==> src/design/sequencing_read_base_encoder_defines.svh <==
// ----------------------------------------------------------------------------
// Sequencing read base encoder - assertion macros
// Shared concurrent check forms, sampled on clk, off while rst_n is low.
// ----------------------------------------------------------------------------
`ifndef SEQUENCING_READ_BASE_ENCODER_DEFINES_SVH
`define SEQUENCING_READ_BASE_ENCODER_DEFINES_SVH

// condition holds at every edge
`define RBE_ASSERT_ALWAYS(lbl, cond) \
  lbl: assert property (@(posedge clk) disable iff (!rst_n) (cond)) \
    else $error("rbe: invariant check failed");

// consequent holds in the cycle after the antecedent
`define RBE_ASSERT_NEXT(lbl, ante, cons) \
  lbl: assert property (@(posedge clk) disable iff (!rst_n) (ante) |=> (cons)) \
    else $error("rbe: next-cycle check failed");

`endif

==> src/design/rbe_pkg.sv <==
// ----------------------------------------------------------------------------
// rbe_pkg
// Types, constants and coding functions of the read base encoder.
// ----------------------------------------------------------------------------
`timescale 1ns / 1ps
`default_nettype none

package rbe_pkg;

  localparam int MAX_READ_LEN = 4096;
  localparam int LEN_W        = 13;
  localparam logic [LEN_W-1:0] LEN_MASK = {LEN_W{1'b1}};
  localparam int MAX_KEPT_I   = (MAX_READ_LEN > int'(LEN_MASK)) ? int'(LEN_MASK)
                                                                : MAX_READ_LEN;
  localparam logic [LEN_W-1:0] MAX_KEPT = LEN_W'(MAX_KEPT_I);

  localparam int QUEUE_DEPTH = 2;
  localparam int PTR_W       = (QUEUE_DEPTH > 1) ? $clog2(QUEUE_DEPTH) : 1;
  localparam int CNT_W       = $clog2(QUEUE_DEPTH + 1);

  localparam int CFG_ADDR_W = 2;
  localparam int CFG_DATA_W = LEN_W;
  localparam logic [CFG_ADDR_W-1:0] CFG_QUALITY  = 2'd0;
  localparam logic [CFG_ADDR_W-1:0] CFG_CONVERT  = 2'd1;
  localparam logic [CFG_ADDR_W-1:0] CFG_TRUNCATE = 2'd2;

  typedef enum logic [1:0] {
    QE_RAW    = 2'd0,
    QE_PLUS33 = 2'd1,
    QE_PLUS64 = 2'd2,
    QE_SOLEXA = 2'd3
  } qual_enc_t;

  localparam logic [2:0] CODE_A     = 3'd0;
  localparam logic [2:0] CODE_C     = 3'd1;
  localparam logic [2:0] CODE_G     = 3'd2;
  localparam logic [2:0] CODE_T     = 3'd3;
  localparam logic [2:0] CODE_OTHER = 3'd4;
  localparam logic [2:0] CODE_GAP   = 3'd5;

  localparam logic [7:0] PHRED33_OFS = 8'd33;
  localparam logic [7:0] PHRED64_OFS = 8'd64;
  localparam logic [7:0] SOLEXA_OFS  = 8'd10;
  localparam logic [7:0] SOLEXA_LIM  = 8'd20;

  localparam logic [3:0] SOLEXA_LOW [20] = '{
    4'd0, 4'd1, 4'd1, 4'd1, 4'd1, 4'd1, 4'd1, 4'd2, 4'd2, 4'd3,
    4'd3, 4'd4, 4'd4, 4'd5, 4'd5, 4'd6, 4'd7, 4'd8, 4'd9, 4'd10
  };

  typedef struct packed {
    logic [2:0]       code;
    logic [7:0]       phred;
    logic [LEN_W-1:0] offset;
    logic [LEN_W-1:0] kept;
    logic             last;
  } rbe_item_t;

  function automatic logic [7:0] swap_base(input logic [7:0] c);
    logic [7:0] r;
    unique case (c)
      "A":     r = "T";
      "T":     r = "A";
      "C":     r = "G";
      "G":     r = "C";
      "a":     r = "t";
      "t":     r = "a";
      "c":     r = "g";
      "g":     r = "c";
      default: r = c;
    endcase
    return r;
  endfunction

  function automatic logic [2:0] code_base(input logic [7:0] c);
    logic [2:0] r;
    unique case (c)
      "A", "a": r = CODE_A;
      "C", "c": r = CODE_C;
      "G", "g": r = CODE_G;
      "T", "t": r = CODE_T;
      "-":      r = CODE_GAP;
      default:  r = CODE_OTHER;
    endcase
    return r;
  endfunction

  function automatic logic [7:0] to_phred(input qual_enc_t enc, input logic [7:0] q);
    logic [7:0] r;
    unique case (enc)
      QE_RAW:    r = q;
      QE_PLUS33: r = q - PHRED33_OFS;
      QE_PLUS64: r = q - PHRED64_OFS;
      QE_SOLEXA: r = (q < SOLEXA_LIM) ? {4'd0, SOLEXA_LOW[q[4:0]]} : q - SOLEXA_OFS;
      default:   r = q;
    endcase
    return r;
  endfunction

endpackage

`default_nettype wire

==> src/design/rbe_front.sv <==
// ----------------------------------------------------------------------------
// rbe_front
// Holds configuration and base index; classifies each word and codes it.
// ----------------------------------------------------------------------------
`timescale 1ns / 1ps
`default_nettype none

module rbe_front (
  input  wire logic                           clk,
  input  wire logic                           rst_n,
  input  wire logic                           cfg_we,
  input  wire logic [rbe_pkg::CFG_ADDR_W-1:0] cfg_addr,
  input  wire logic [rbe_pkg::CFG_DATA_W-1:0] cfg_wdata,
  input  wire logic                           in_valid,
  input  wire logic [7:0]                     in_base_char,
  input  wire logic [7:0]                     in_quality_char,
  input  wire logic [rbe_pkg::LEN_W-1:0]      in_read_length,
  input  wire logic                           in_end_of_read,
  input  wire logic                           q_full,
  output logic                                push,
  output rbe_pkg::rbe_item_t                  push_item
);
  import rbe_pkg::*;

  qual_enc_t        qual_enc_r;
  logic [1:0]       conv_mode_r;
  logic [LEN_W-1:0] trunc_len_r;
  logic [LEN_W-1:0] base_index_r;
  logic [LEN_W-1:0] base_index_nxt;

  logic             accept;
  logic [LEN_W-1:0] kept;
  logic [LEN_W-1:0] kept_a;
  logic             keep;
  logic [7:0]       bc;

  always_ff @(posedge clk) begin
    if (!rst_n) begin
      qual_enc_r  <= QE_PLUS33;
      conv_mode_r <= 2'd0;
      trunc_len_r <= MAX_KEPT;
    end else if (cfg_we) begin
      unique case (cfg_addr)
        CFG_QUALITY: begin
          qual_enc_r <= qual_enc_t'(cfg_wdata[1:0]);
        end
        CFG_CONVERT: begin
          conv_mode_r <= cfg_wdata[1:0];
        end
        CFG_TRUNCATE: begin
          trunc_len_r <= cfg_wdata;
        end
        default: ;
      endcase
    end
  end

  always_comb begin
    accept = in_valid && !q_full;
    kept_a = (trunc_len_r < in_read_length) ? trunc_len_r : in_read_length;
    kept   = (MAX_KEPT < kept_a) ? MAX_KEPT : kept_a;
    keep   = base_index_r < kept;
    bc     = conv_mode_r[0] ? swap_base(in_base_char) : in_base_char;

    push             = accept && keep;
    push_item.code   = code_base(bc);
    push_item.phred  = to_phred(qual_enc_r, in_quality_char);
    push_item.offset = conv_mode_r[1] ? (kept - base_index_r - LEN_W'(1)) : base_index_r;
    push_item.kept   = kept;
    push_item.last   = ({1'b0, base_index_r} + (LEN_W+1)'(1)) == {1'b0, kept};

    priority if (in_end_of_read) begin
      base_index_nxt = '0;
    end else if (base_index_r != LEN_MASK) begin
      base_index_nxt = base_index_r + LEN_W'(1);
    end else begin
      base_index_nxt = base_index_r;
    end
  end

  always_ff @(posedge clk) begin
    if (!rst_n) begin
      base_index_r <= '0;
    end else if (accept) begin
      base_index_r <= base_index_nxt;
    end
  end

endmodule

`default_nettype wire

==> src/design/rbe_queue.sv <==
// ----------------------------------------------------------------------------
// rbe_queue
// Short FIFO of classified words between front and back.
// ----------------------------------------------------------------------------
`timescale 1ns / 1ps
`default_nettype none

`include "sequencing_read_base_encoder_defines.svh"

module rbe_queue (
  input  wire logic         clk,
  input  wire logic         rst_n,
  input  wire logic         push,
  input  wire rbe_pkg::rbe_item_t push_item,
  output logic              full,
  input  wire logic         pop,
  output logic              pop_valid,
  output rbe_pkg::rbe_item_t pop_item
);
  import rbe_pkg::*;

  rbe_item_t        mem [QUEUE_DEPTH];
  logic [PTR_W-1:0] wr_ptr_r;
  logic [PTR_W-1:0] rd_ptr_r;
  logic [CNT_W-1:0] count_r;

  function automatic logic [PTR_W-1:0] ptr_inc(input logic [PTR_W-1:0] p);
    return (p == PTR_W'(QUEUE_DEPTH - 1)) ? '0 : p + PTR_W'(1);
  endfunction

  assign full      = count_r == CNT_W'(QUEUE_DEPTH);
  assign pop_valid = count_r != '0;
  assign pop_item  = mem[rd_ptr_r];

  always_ff @(posedge clk) begin
    if (push) begin
      mem[wr_ptr_r] <= push_item;
    end
  end

  always_ff @(posedge clk) begin
    if (!rst_n) begin
      wr_ptr_r <= '0;
      rd_ptr_r <= '0;
      count_r  <= '0;
    end else begin
      if (push) begin
        wr_ptr_r <= ptr_inc(wr_ptr_r);
      end
      if (pop) begin
        rd_ptr_r <= ptr_inc(rd_ptr_r);
      end
      unique case ({push, pop})
        2'b10:   count_r <= count_r + CNT_W'(1);
        2'b01:   count_r <= count_r - CNT_W'(1);
        default: count_r <= count_r;
      endcase
    end
  end

  `RBE_ASSERT_ALWAYS(a_count_bound, count_r <= CNT_W'(QUEUE_DEPTH))
  `RBE_ASSERT_ALWAYS(a_no_push_full, !(push && full))
  `RBE_ASSERT_ALWAYS(a_no_pop_empty, !(pop && !pop_valid))

endmodule

`default_nettype wire

==> src/design/rbe_back.sv <==
// ----------------------------------------------------------------------------
// rbe_back
// Applies stream position and read statistics; holds the result register.
// ----------------------------------------------------------------------------
`timescale 1ns / 1ps
`default_nettype none

`include "sequencing_read_base_encoder_defines.svh"

module rbe_back (
  input  wire logic                      clk,
  input  wire logic                      rst_n,
  input  wire logic                      q_valid,
  input  wire rbe_pkg::rbe_item_t        q_item,
  output logic                           pop,
  output logic                           out_valid,
  input  wire logic                      out_stall,
  output logic [2:0]                     out_base_code,
  output logic [7:0]                     out_phred_value,
  output logic [31:0]                    out_stream_position,
  output logic                           out_last_kept,
  output logic [31:0]                    out_reads_done,
  output logic [rbe_pkg::LEN_W-1:0]      out_shortest_read,
  output logic [rbe_pkg::LEN_W-1:0]      out_longest_read
);
  import rbe_pkg::*;

  logic [31:0]      stream_len_r;
  logic [31:0]      read_cnt_r;
  logic [LEN_W-1:0] min_len_r;
  logic [LEN_W-1:0] max_len_r;
  logic [31:0]      stream_len_nxt;
  logic [31:0]      read_cnt_nxt;
  logic [LEN_W-1:0] min_len_nxt;
  logic [LEN_W-1:0] max_len_nxt;
  logic             out_valid_r;

  logic [2:0]       code_r;
  logic [7:0]       phred_r;
  logic [31:0]      pos_r;
  logic             last_r;

  always_comb begin
    pop            = q_valid && (!out_valid_r || !out_stall);
    stream_len_nxt = stream_len_r;
    read_cnt_nxt   = read_cnt_r;
    min_len_nxt    = min_len_r;
    max_len_nxt    = max_len_r;
    if (q_item.last) begin
      stream_len_nxt = stream_len_r + 32'(q_item.kept);
      read_cnt_nxt   = read_cnt_r + 32'd1;
      if (q_item.kept < min_len_r) begin
        min_len_nxt = q_item.kept;
      end
      if (q_item.kept > max_len_r) begin
        max_len_nxt = q_item.kept;
      end
    end
  end

  always_ff @(posedge clk) begin
    if (!rst_n) begin
      stream_len_r <= '0;
      read_cnt_r   <= '0;
      min_len_r    <= LEN_MASK;
      max_len_r    <= '0;
      out_valid_r  <= 1'b0;
    end else begin
      if (pop) begin
        stream_len_r <= stream_len_nxt;
        read_cnt_r   <= read_cnt_nxt;
        min_len_r    <= min_len_nxt;
        max_len_r    <= max_len_nxt;
        out_valid_r  <= 1'b1;
      end else if (!out_stall) begin
        out_valid_r  <= 1'b0;
      end
    end
  end

  always_ff @(posedge clk) begin
    if (pop) begin
      code_r  <= q_item.code;
      phred_r <= q_item.phred;
      pos_r   <= stream_len_r + 32'(q_item.offset);
      last_r  <= q_item.last;
    end
  end

  assign out_valid           = out_valid_r;
  assign out_base_code       = code_r;
  assign out_phred_value     = phred_r;
  assign out_stream_position = pos_r;
  assign out_last_kept       = last_r;
  assign out_reads_done      = read_cnt_r;
  assign out_shortest_read   = min_len_r;
  assign out_longest_read    = max_len_r;

  `RBE_ASSERT_NEXT(a_count_on_last, pop && q_item.last,
                   read_cnt_r == $past(read_cnt_r) + 32'd1)
  `RBE_ASSERT_NEXT(a_len_hold_mid, pop && !q_item.last,
                   $stable(stream_len_r) && $stable(read_cnt_r))
  `RBE_ASSERT_ALWAYS(a_min_le_max, (max_len_r == '0) || (min_len_r <= max_len_r))

endmodule

`default_nettype wire

==> src/design/sequencing_read_base_encoder.sv <==
// ----------------------------------------------------------------------------
// sequencing_read_base_encoder
// Base and quality coder: truncation, complement, 3-bit code, Phred
// conversion, stream position and read length statistics.
//
//   channel | direction | handshake            | words
//   in_     | input     | in_valid / in_stall  | base, quality, length, end
//   out_    | output    | out_valid / out_stall| code, phred, position, stats
//   cfg_    | input     | cfg_we               | register index and data
//
// One word per cycle while out_stall is low; a kept word passes from the front
// classify into the queue and then into the back result register to reach out_.
// The two-entry queue sets the stall slack: in_stall rises only when it is full.
// Dropped words (beyond the kept length) update the base index and give nothing.
// Reset is synchronous on rst_n low and needs no clearing pass.
// ----------------------------------------------------------------------------
`timescale 1ns / 1ps
`default_nettype none

module sequencing_read_base_encoder (
  input  wire logic                           clk,
  input  wire logic                           rst_n,
  input  wire logic                           cfg_we,
  input  wire logic [rbe_pkg::CFG_ADDR_W-1:0] cfg_addr,
  input  wire logic [rbe_pkg::CFG_DATA_W-1:0] cfg_wdata,
  input  wire logic                           in_valid,
  output logic                                in_stall,
  input  wire logic [7:0]                     in_base_char,
  input  wire logic [7:0]                     in_quality_char,
  input  wire logic [rbe_pkg::LEN_W-1:0]      in_read_length,
  input  wire logic                           in_end_of_read,
  output logic                                out_valid,
  input  wire logic                           out_stall,
  output logic [2:0]                          out_base_code,
  output logic [7:0]                          out_phred_value,
  output logic [31:0]                         out_stream_position,
  output logic                                out_last_kept,
  output logic [31:0]                         out_reads_done,
  output logic [rbe_pkg::LEN_W-1:0]           out_shortest_read,
  output logic [rbe_pkg::LEN_W-1:0]           out_longest_read
);
  import rbe_pkg::*;

  logic      q_full;
  logic      push;
  rbe_item_t push_item;
  logic      pop;
  logic      q_valid;
  rbe_item_t q_item;

  assign in_stall = q_full;

  rbe_front u_front (
    .clk            (clk),
    .rst_n          (rst_n),
    .cfg_we         (cfg_we),
    .cfg_addr       (cfg_addr),
    .cfg_wdata      (cfg_wdata),
    .in_valid       (in_valid),
    .in_base_char   (in_base_char),
    .in_quality_char(in_quality_char),
    .in_read_length (in_read_length),
    .in_end_of_read (in_end_of_read),
    .q_full         (q_full),
    .push           (push),
    .push_item      (push_item)
  );

  rbe_queue u_queue (
    .clk      (clk),
    .rst_n    (rst_n),
    .push     (push),
    .push_item(push_item),
    .full     (q_full),
    .pop      (pop),
    .pop_valid(q_valid),
    .pop_item (q_item)
  );

  rbe_back u_back (
    .clk                (clk),
    .rst_n              (rst_n),
    .q_valid            (q_valid),
    .q_item             (q_item),
    .pop                (pop),
    .out_valid          (out_valid),
    .out_stall          (out_stall),
    .out_base_code      (out_base_code),
    .out_phred_value    (out_phred_value),
    .out_stream_position(out_stream_position),
    .out_last_kept      (out_last_kept),
    .out_reads_done     (out_reads_done),
    .out_shortest_read  (out_shortest_read),
    .out_longest_read   (out_longest_read)
  );

endmodule

`default_nettype wire
==> config.mk <==
export PLATFORM = sky130hd
export DESIGN_NAME = sequencing_read_base_encoder
export DESIGN_NICKNAME = d
export VERILOG_FILES = /design/src/design/rbe_pkg.sv /design/src/design/rbe_front.sv /design/src/design/rbe_queue.sv /design/src/design/rbe_back.sv /design/src/design/sequencing_read_base_encoder.sv
export VERILOG_INCLUDE_DIRS = /design/src /design/src/design
export SDC_FILE = /design/constraint.sdc
export NUM_CORES = 1
export LEC_CHECK = 0
export BUFFER_PORTS_ARGS = -buffer_cell sky130_fd_sc_hd__buf_4
export CORE_MARGIN = 2
export CORE_UTILIZATION = 45
export DETAILED_ROUTE_END_ITERATION = 16
export GPL_TIMING_DRIVEN = 0
export HOLD_SLACK_MARGIN = 0.02
export RECOVER_POWER = 25
export SLEW_MARGIN = 20
export SYNTH_ARGS = -nofsm -noshare
export SYNTH_HDL_FRONTEND = slang
export SYNTH_HIERARCHICAL = 1
export SYNTH_SLANG_ARGS = --single-unit
==> constraint.sdc <==
create_clock -name clk -period 19.1 [get_ports clk]
set_input_delay 1.91 -clock clk [delete_from_list [all_inputs] [get_ports clk]]
set_output_delay 1.91 -clock clk [all_outputs]
set_load 0.02 [all_outputs]
==> flow_summary_export.csv <==
group,metric,value,unit
grt,first_global_vias,11007,
finish,post_route_cells_drive_above_1_share,0.169,
yosys,yosys.area_share.xor_xnor,0.0586,
yosys,netlist_instances,1472,
job,maxCapViolCount,1,
cts,cts.clk_slew.worst_paths,0.06,ns
cts,maximum_level_of_the_cts_h_tree,1,
cts,clock_tree.root_cell,"clkbuf_16",
finish,syn_to_final_growth,18.2,%
yosys,synth_simple_gate_area_share,0.181,
sta,worstMarginPinSlew,1.72,ns
detailed_routing,drt_iter0_markers,692,
placed_design,placement.io_buffers,150,
sta,hold_ws,0.488,ns
yosys,post_synthesis_net_count,1621,
yosys,seq_area_frac_synth,0.428,
yosys,yosys.cell_types.count,92,
yosys,synth_flop_cell,"dfxtp_1",
worst_setup_path,reg2reg_setup_slack,13.90,ns
placed_design,pre_cts_ws,11.87,ns
status,failed_checks,"max-capacitance violations, max-slew violations",
finish,most_common_library_cell_in_the_layout_ignoring_fill_and_taps,"buf_4",
pwr,vdd_drop_max,0.0668,mV
detailed_routing,vias_per_cell,5.51,
cts,numClockSinks,246,
grt,grt_overflow,0,
sta,finalSetupViolations,0,
grt,grt_use_total,0.215,
cts,cts.repair.resized,0,
sta,peak_freq,0.150,GHz
worst_setup_path,cp-end-kind,"register",
detailed_routing,route.final.wire_length,35900,microns
grt,grt_max_degree,31,
detailed_routing,drt.antenna.violating_nets,0,
yosys,synth.mux.area_fraction,0.0482,
floorplanning,io-pin-count,154,
cts,cts_hold_repair.buffers,0,
worst_setup_path,worst-endpoint-required,19.34,ns
worst_setup_path,cp_max_fo,23,
finish,multi_input_gate_area_in_the_final_layout,7570,sq um
min_path,hold_path_class,"reg -> reg",
finish,nFillCells,2907,
detailed_routing,drt_pass1_iterations,5,
yosys,netlist_area,14300,sq um
pwr,cellLeakagePower,6.91,nW
detailed_routing,routed-via-count,11464,
floorplanning,rows,65,
pwr,total_design_power,1.95,mW
cts,clock_network_latency_to_the_later_pin_of_the_worst_skew_pair,0.54,ns
yosys,adder_cell_share_of_the_synthesized_area,0.0881,
yosys,fraction_of_registers_with_async_set_or_reset_after_synthesis,0,
placed_design,gp_routability_congestion,0.940,
sta,grt_setup_unrepaired,"false",
finish,final_nets,1805,
floorplanning,dieArea,33300,sq um
placed_design,hpwl_after_detailed_placement,27000,microns
sta,finalHoldViolCount,0,
floorplanning,die_outline_width,182,microns
finish,antenna-diode-count,0,
sta,period_share,0.350,
detailed_routing,post-route-drc-count,0,
pwr,power_density,115,nW/um^2
sta,slew_headroom,-0.145,
sta,finalSetupTns,0,ns
grt,grt_first_pass_wirelength,57800,microns
cts,cts_tree,"yes",
worst_setup_path,setup.worst_path.start_class,"input port",
floorplanning,die_y,182,microns
floorplanning,start_util,0.455,
yosys,post_synthesis_compound_gate_area_fraction,0.152,
yosys,ys_ff_latch,246,
finish,register_area,6130,sq um
floorplanning,floorplan.core_area,31500,sq um
cts,cts_setup_buffers,0,
sta,finalWorstPathRequiredPeriod,6.68,ns
status,run_status,"finished with violations",
yosys,synth_top_family_by_area,"simple AND/OR/NAND/NOR gates",
detailed_routing,routedWlPerCell,17.3,microns
worst_setup_path,data_arrival_time_of_the_worst_path,6.92,ns
grt,grt_antenna_before_repair,0,
yosys,syn_area_per_cell,9.73,sq um
sta,timing.final.max_slew_violations,31,
sta,worst_clock_skew,0.0111,ns
yosys,ys.warnings.count,6,
worst_setup_path,criticalPathCategory,"in -> reg",
cts,ctsLongestPathBuffers,3,
sta,final.setup.worst_slack,12.42,ns
cts,numCtsBuffers,29,
yosys,synth_edf_count,120,
finish,final_cell_mix,"138 x buf_4, 126 x dfxtp_1, 125 x nand2_1, 120 x edfxtp_1, 103 x nor2_1",
-- cells by family (layout without fill, tap and decap cells) --
| group | count (synthesis) | after routing |
|---|---|---|
| AND/OR/NAND/NOR | 499 | 499 |
| AO/OA/AOI/OAI | 326 | 326 |
| flip-flops | 246 | 246 |
| buffers and inverters | 143 | 349 |
| adder cells (fa/ha/maj) | 99 | 99 |
| XOR/XNOR | 95 | 95 |
| multiplexers | 64 | 64 |
-- registers in the layout (all words and copies together), names as in the netlist, named ones only --
signal	count
u_front/conv_mode_r	2
u_back/out_valid	1
u_back/out_reads_done	32
u_queue/mem	76
u_back/out_longest_read	13
u_back/out_last_kept	1
u_back/out_base_code	3
u_front/trunc_len_r	13
u_front/base_index_r	13
u_back/stream_len_r	32
u_back/out_shortest_read	13
u_queue/rd_ptr_r	1
u_queue/count_r	2
u_front/qual_enc_r	2
u_queue/wr_ptr_r	1
u_back/out_stream_position	32
u_back/out_phred_value	8
-- area by class of cell --
| cell class | instances | area share |
|---|---|---|
| multi-input combinational | 1083 | 0.447 |
| sequential | 246 | 0.362 |
| timing repair buffer | 153 | 0.0658 |
| clock buffer | 31 | 0.0433 |
| tap | 402 | 0.0297 |
| inverter | 85 | 0.0188 |
| buffer | 58 | 0.0182 |
| clock inverter | 22 | 0.0152 |
-- metal layers --
layer  part of all wire  GRT usage
met5                  0          0
met4              0.028     0.0706
met3              0.039     0.0233
met2               0.48      0.370
met1               0.45      0.282
-- cell usage after synthesis (40+ instances only) --
cell type    n  area, sq um
dfxtp_1    126         2520
nand2_1    125          469
edfxtp_1   120         3600
nor2_1     104          390
ha_1        96         1200
a21oi_1     87          435
inv_1       85          319
o21ai_0     67          335
nand3_1     57          285
xnor2_1     48          420
xor2_1      46          403
mux2_2      40          450
-- per-stage QoR --
| stage | area [sq um] | utilization | instances |
|---|---|---|---|
| after floorplan | 14300 | - | 1472 |
| after global placement | 15900 | 0.507 | 2024 |
| after detailed placement | 16000 | 0.509 | 2027 |
| after CTS | 17000 | 0.541 | 2080 |
| after global routing | 16900 | 0.538 | 2080 |
| final | 16900 | 0.538 | 2080 |
-- final timing paths --
path	from	to	cells after the start
worst min-delay path	u_back/stream_len_r[5]	u_back/stream_len_r[5]	2
worst min register to register	u_back/stream_len_r[5]	u_back/stream_len_r[5]	2
worst max-delay path	in_read_length[12]	u_queue/mem[0][6]	22
worst max register to register	u_front/trunc_len_r[5]	u_queue/mem[0][6]	19
-- critical path, cell delays in order --
cell      delay [ns]
clkbuf_1        0.27
inv_1           0.11
clkbuf_8        0.18
ha_1            0.33
a211oi_1        0.26
o21ai_1         0.13
a211o_2         0.39
nand2_2         0.20
mux2i_1         0.16
a21oi_1         0.42
ha_1            0.31
nor2b_1         0.06
o21ai_0         0.14
a21oi_1         0.09
o21ai_0         0.19
a21oi_1         0.10
o31ai_1         0.23
a21oi_1         0.12
a311oi_1        0.39
inv_1           0.15
nor2_4          0.49
buf_16          0.25
-- power breakdown --
group | leakage (nW) | internal, mW | switching, mW
sequential | 2.16 | 0.667 | 0.0409
combinational | 4.27 | 0.265 | 0.408
clock | 0.482 | 0.347 | 0.227
(Power assumes the default switching activity.)
